`config.mk`:
```
export PLATFORM = sky130hd
export DESIGN_NAME = rv32_regfile
export DESIGN_NICKNAME = d
export VERILOG_FILES = /design/src/sv/rv32_regfile.sv
export SDC_FILE = /design/constraint.sdc
export NUM_CORES = 1
export LEC_CHECK = 0
export BUFFER_PORTS_ARGS = -buffer_cell sky130_fd_sc_hd__buf_2
export CAP_MARGIN = 20
export CORE_MARGIN = 3
export CORE_UTILIZATION = 55
export DETAILED_ROUTE_END_ITERATION = 10
export PLACE_DENSITY_LB_ADDON = 0.08
export SETUP_SLACK_MARGIN = 0.5
export SYNTH_ARGS = -nofsm -noshare
export SYNTH_HDL_FRONTEND = slang
export SYNTH_SLANG_ARGS = --single-unit
```
`constraint.sdc`:
```
create_clock -name clk -period 3.62 [get_ports clk]
set_input_delay 0.905 -clock clk [delete_from_list [all_inputs] [get_ports clk]]
set_output_delay 0.905 -clock clk [all_outputs]
set_load 0.05 [all_outputs]
```
`src/sv/rv32_regfile.sv`:
```
// Register file: 32x32 synchronous memory, two registered reads, one write.
// Valid bits stand in for the reset and clear values of zero.
module rv32_regfile (
    input  logic        clk,
    input  logic        rst_n,
    input  logic        clear,
    input  logic [4:0]  ra,
    input  logic [4:0]  rb,
    output logic [31:0] qa,
    output logic [31:0] qb,
    input  logic        we,
    input  logic [4:0]  wa,
    input  logic [31:0] wd
);
    logic [31:0] mem [32];
    logic [31:0] valid_reg;
    logic [31:0] qa_raw_reg, qb_raw_reg;
    logic        va_reg, vb_reg;

    always_ff @(posedge clk)
    begin
        if (we)
            mem[wa] <= wd;
        qa_raw_reg <= mem[ra];
        qb_raw_reg <= mem[rb];
    end

    always_ff @(posedge clk or negedge rst_n)
    begin
        if (!rst_n)
        begin
            valid_reg <= '0;
            va_reg    <= 1'b0;
            vb_reg    <= 1'b0;
        end
        else
        begin
            va_reg <= valid_reg[ra] && (ra != 5'd0);
            vb_reg <= valid_reg[rb] && (rb != 5'd0);
            if (clear)
                valid_reg <= '0;
            else if (we)
                valid_reg[wa] <= 1'b1;
        end
    end

    assign qa = va_reg ? qa_raw_reg : 32'd0;
    assign qb = vb_reg ? qb_raw_reg : 32'd0;
endmodule

```
Word-level counts from Yosys, hierarchy flattened
Memories as Yosys holds them, arrays and structs flattened. A register that Yosys moved wholly into a read port is not among the register bits.
Index checks and enable logic that the tools add are counted.
- flip-flop bits (word level): 34
- bits in latches: 0
- RAM bits: 1024
- bits in read-only memories: 0
- bits of input ports: 51
- output and inout bits: 64
- word-level logic and storage cells: 27
- memories kept: 1
- add/subtract/negate cells: 0
- multipliers: 0
- div/mod/pow operators: 0
- $lt $le $gt $ge: 4
- equal/unequal tests: 0
- shifts and indexed selects: 0
- multiplexer cells: 12
- bitwise gates (word level): 1
- reduce and logical (&&, ||, !) cells: 6
- memory list (name ; depth ; width ; read ports ; clocked after Yosys merged registers in ; wr ports ; RTL line ; text):
    mem ; 32 ; 32 ; 2 ; 2 ; 1 ; 15 ; logic [31:0] mem [32];
- operators with widths (kind ; count):
    $mux 32 ; 4
    $or 32x32->32 ; 1
    $lt 5x6->1 const B ; 3
    $bmux 1 s5 ; 2
    $reduce_bool 5->1 ; 2
    $demux 1 s5 ; 1
    $ge 5x1->1 const B ; 1
    $mux 1 ; 5
    $logic_and 1x1->1 ; 3
    $reduce_bool 2->1 ; 1

Logic depth before layout (Yosys ltp)
- depth after elaboration: 7
- gate-level depth with buffers: 9
- depth with buffers taken out: 4

Worst setup path before layout
Ideal clock, no wire load.
- kind: input to register
- from: in wa[0]
- to: mem mem[12][0], enable pin
- library setup time: 0.423 ns
- arrival: 2.948 ns
- data required time: 3.197 ns
- slack: 0.249 ns
- cell stages on the path: 3
- path buffers: 1
- cell sequence: or3b_2 -> clkbuf_1 -> nor2_1
- RTL lines (element ; RTL line ; text):
    start, declared ; 12 ; input logic [4:0] wa,
    end, declared ; 15 ;
No word-level cell before the write port.

Worst setup path in the final report
- from: reg vb_reg
- to: out qb[17]
- cells in the longest elaborated chain, start to end: 1
- ends and longest elaborated chain (element ; RTL line ; text):
    start, declared ; 18 ; logic va_reg, vb_reg;
    start signal, assigned ; 39 ; vb_reg <= valid_reg[rb] && (rb != 5'd0);
    $mux 32 ; 48 ; assign qb = vb_reg ? qb_raw_reg : 32'd0;
    end, declared ; 10 ; output logic [31:0] qb,
No other way between the ends.

==> impl_metrics.yaml <==
run_status:
  status: "complete, no violations"
final_layout:
  antennaDiodeCount: 0
  area.sequential_um2: 32900
  multi_input_area_um2: 17300
  largest_register_ffs: 1024
  area_delta_synth_final_pct: 13.6
  fin_area_um2: 58300
  largest-register: "mem"
  instances_no_fill: 4371
  fin_nets: 3075
  drive_gt1_share_pct: 31.8
  nFillCells: 6451
pwr:
  p_int_w: 0.0229
  combPwrFrac_pct: 8.7
  leakage_nw: 19.7
  swShare_pct: 23.1
  switchingPower_w: 0.00687
  pwr-share-clk_pct: 42.4
  ir_drop_v: 0.000506
  power_w: 0.0297
  p_per_area_nw_per_um2: 510
  p_seq_share_pct: 48.9
clock_tree:
  htreeDepth: 3
  clkTransAtPathRegs_ns: 0.06
  cts_setup_buffers: 0
  postCtsHoldBufs: 0
  ctsRootBufferMaster: "clkbuf_16"
  cts_buffer_depth: 3
  cts.sinks: 1122
  cts_buffers: 117
  cts_tree: "yes"
  clock_latency_ns: 0.71
  cts_resized: 5
synthesis:
  ys_seq_elements: 1122
  syn-mean-instance-area_um2: 17.9
  synth_cells: 2864
  yosys.area.top_type_share_pct: 59.9
  ys_seq_area_share_pct: 64.1
  syn-cell-area_um2: 51300
  synth_cell_types: 36
  synthFlopType: "edfxtp_1"
  yosysTopAreaCell: "edfxtp_1"
  postSynth.asyncResetShare_pct: 3.03
  synth_edf_count: 1024
  ys.warnings.count: 0
  synthTopCellsByArea: "edfxtp_1, mux4_2, mux2i_1, dfxtp_1, mux2_2"
  synth_nets: 2915
setup_path:
  arrival_ns: 2.18
  path_class: "reg -> out"
  endpoint_kind: "primary output"
  required_ns: 2.71
  start_kind: "flip-flop"
  cp_max_fo: 26
  reg2reg_depth: 3
sta:
  final.setup.tns_ns: 0
  relSlewSlack_pct: 37.5
  hold_viol: 0
  worst_pin_slew_ns: 0.937
  finalCriticalPeriod_ns: 3.09
  maxSlewViolCount: 0
  setup_viol: 0
  rsz0062_at_grt: "no"
  fmax_mhz: 324
  finClkSkew_ns: 0.0294
  fin_crit_sh_pct: 85.3
  timing.final.ws_setup_ns: 0.532
global_routing:
  antenna_found_initial: 4
  grt-ovfl-total: 0
  grt_pass1_wl_um: 227000
  grt_max_degree: 49
  grt_usage_pct: 32.8
  grt_pass1_vias: 31100
placed_design:
  io_buffer_count: 114
  dp_slack_ns: 0.478
  postPlaceCellArea_um2: 54200
  dpl.cell_count: 4148
  gp_congestion: 0.850
  dp_hpwl_um: 93500
floorplan:
  dieArea_um2: 97000
  ioPinCount: 115
  fp.coreArea_um2: 92100
  fp.dieW_um: 311
  rows: 111
  initial_core_util_pct: 55.7
  die_h_um: 311
route:
  viasPerCell: 7.06
  drtIter0Drc: 4096
  wl_um: 159000
  ant_nets: 0
  drc_errors: 0
  detail_route.wl_per_cell_um: 36.5
  drt-pass1-iter-count: 6
  dr_total_vias: 30900
hold_path:
  hp-class: "in -> async"
job:
  cap_violations: 0
==> layer usage <==
metal | track usage, % | vias to the layer above | routed length (um)
li1 | - | 12300 | -
met1 | 45.8 | 16300 | 61500
met3 | 6.30 | 422 | 15600
met2 | 51.6 | 1817 | 75600
met5 | 0 | - | 26
met4 | 12.8 | 4 | 6760
==> cells in the final DEF (no fill, tap or decap), types with 3 or more instances in the layout <==
master	netlist	routed
nand3_1	4	4
a221oi_2	34	34
dfrtp_1	34	32
o22a_1	11	11
clkinv_1	1	16
buf_12	0	45
o22ai_1	117	117
edfxtp_1	1024	1024
or3b_2	4	6
clkinvlp_4	0	11
nand2_1	66	66
o221a_2	13	13
a21oi_1	32	32
nor2_1	121	88
nand2b_1	3	3
nand3b_1	7	7
and2_1	66	65
dfxtp_1	64	64
nor2_4	0	33
clkbuf_1	99	25
mux2i_1	356	356
a211oi_1	66	66
buf_8	1	7
mux2_2	91	91
bufinv_16	0	18
clkbuf_8	0	9
clkinv_2	0	20
a221oi_1	89	89
nor2b_4	0	4
clkbuf_16	0	119
a22oi_1	34	34
mux4_2	345	345
o21ai_0	24	24
buf_4	37	121
buf_2	63	104
inv_6	0	3
==> layout make-up <==
class	count	share of cell area, %
Clock inverter	70	1.45
Sequential cell	1122	56.4
Multi-Input combinational cell	1504	29.7
Inverter	1	0.00644
Clock buffer	153	5.49
Tap cell	1243	2.67
Timing Repair Buffer	278	4.20
==> kinds of logic after synthesis <==
group                  share of synthesized area [%]
AO/OA/AOI/OAI                                   6.49
buffers and inverters                           2.67
flip-flops                                      64.1
multiplexers                                    24.1
AND/OR/NAND/NOR                                 2.64
==> Yosys cell counts, types with 8 or more instances <==
cell type,n
o22a_1,11
nor2b_1,8
nand2_1,66
a211oi_1,66
dfrtp_1,34
buf_2,63
buf_6,33
dfxtp_1,64
o22ai_1,117
and2_1,66
a221oi_1,89
o21ai_0,24
a21oi_1,32
a221oi_2,34
nor2_1,121
clkbuf_1,99
o221a_2,13
mux2i_1,356
buf_4,37
a22oi_1,34
edfxtp_1,1024
mux2_2,91
mux4_2,345
==> path summary, 6_finish.rpt <==
| kind | start | end | slack, ns |
|---|---|---|---|
| worst max-delay path | vb_reg | qb[17] | 0.53 |
| worst min-delay path | rst_n | valid_reg[14] | 0.29 |
| worst max register to register | mem[16][17] | qa_raw_reg[17] | 2.07 |
| worst min register to register | valid_reg[19] | valid_reg[19] | 0.52 |
| max in group asynchronous | rst_n | va_reg | 2.78 |
| min in group clk | valid_reg[19] | valid_reg[19] | 0.52 |
==> power by group through the flow <==
stage                     clock network [W]  logic [W]  registers [W]
after floorplan                           0    0.00165         0.0147
after global placement                    0    0.00252         0.0148
after detailed placement                  0    0.00256         0.0148
after CTS                            0.0127    0.00257         0.0145
after global routing                 0.0133    0.00270         0.0145
final                                0.0126    0.00260         0.0145
==> metrics by stage <==
step	utilization [%]	hold WS, ns
2_1_floorplan	-	0.478
5_1_grt	63.3	0.340
3_5_place_dp	58.9	0.507
4_1_cts	63.3	0.270
6_report	63.3	0.288
3_3_place_gp	58.9	0.492
==> critical path, stage by stage (launching register included) <==
cell,delay [ns]
dfrtp_2,0.49
buf_8,0.33
and2_1,0.32
buf_2,0.32
(Power assumes the default switching activity.)
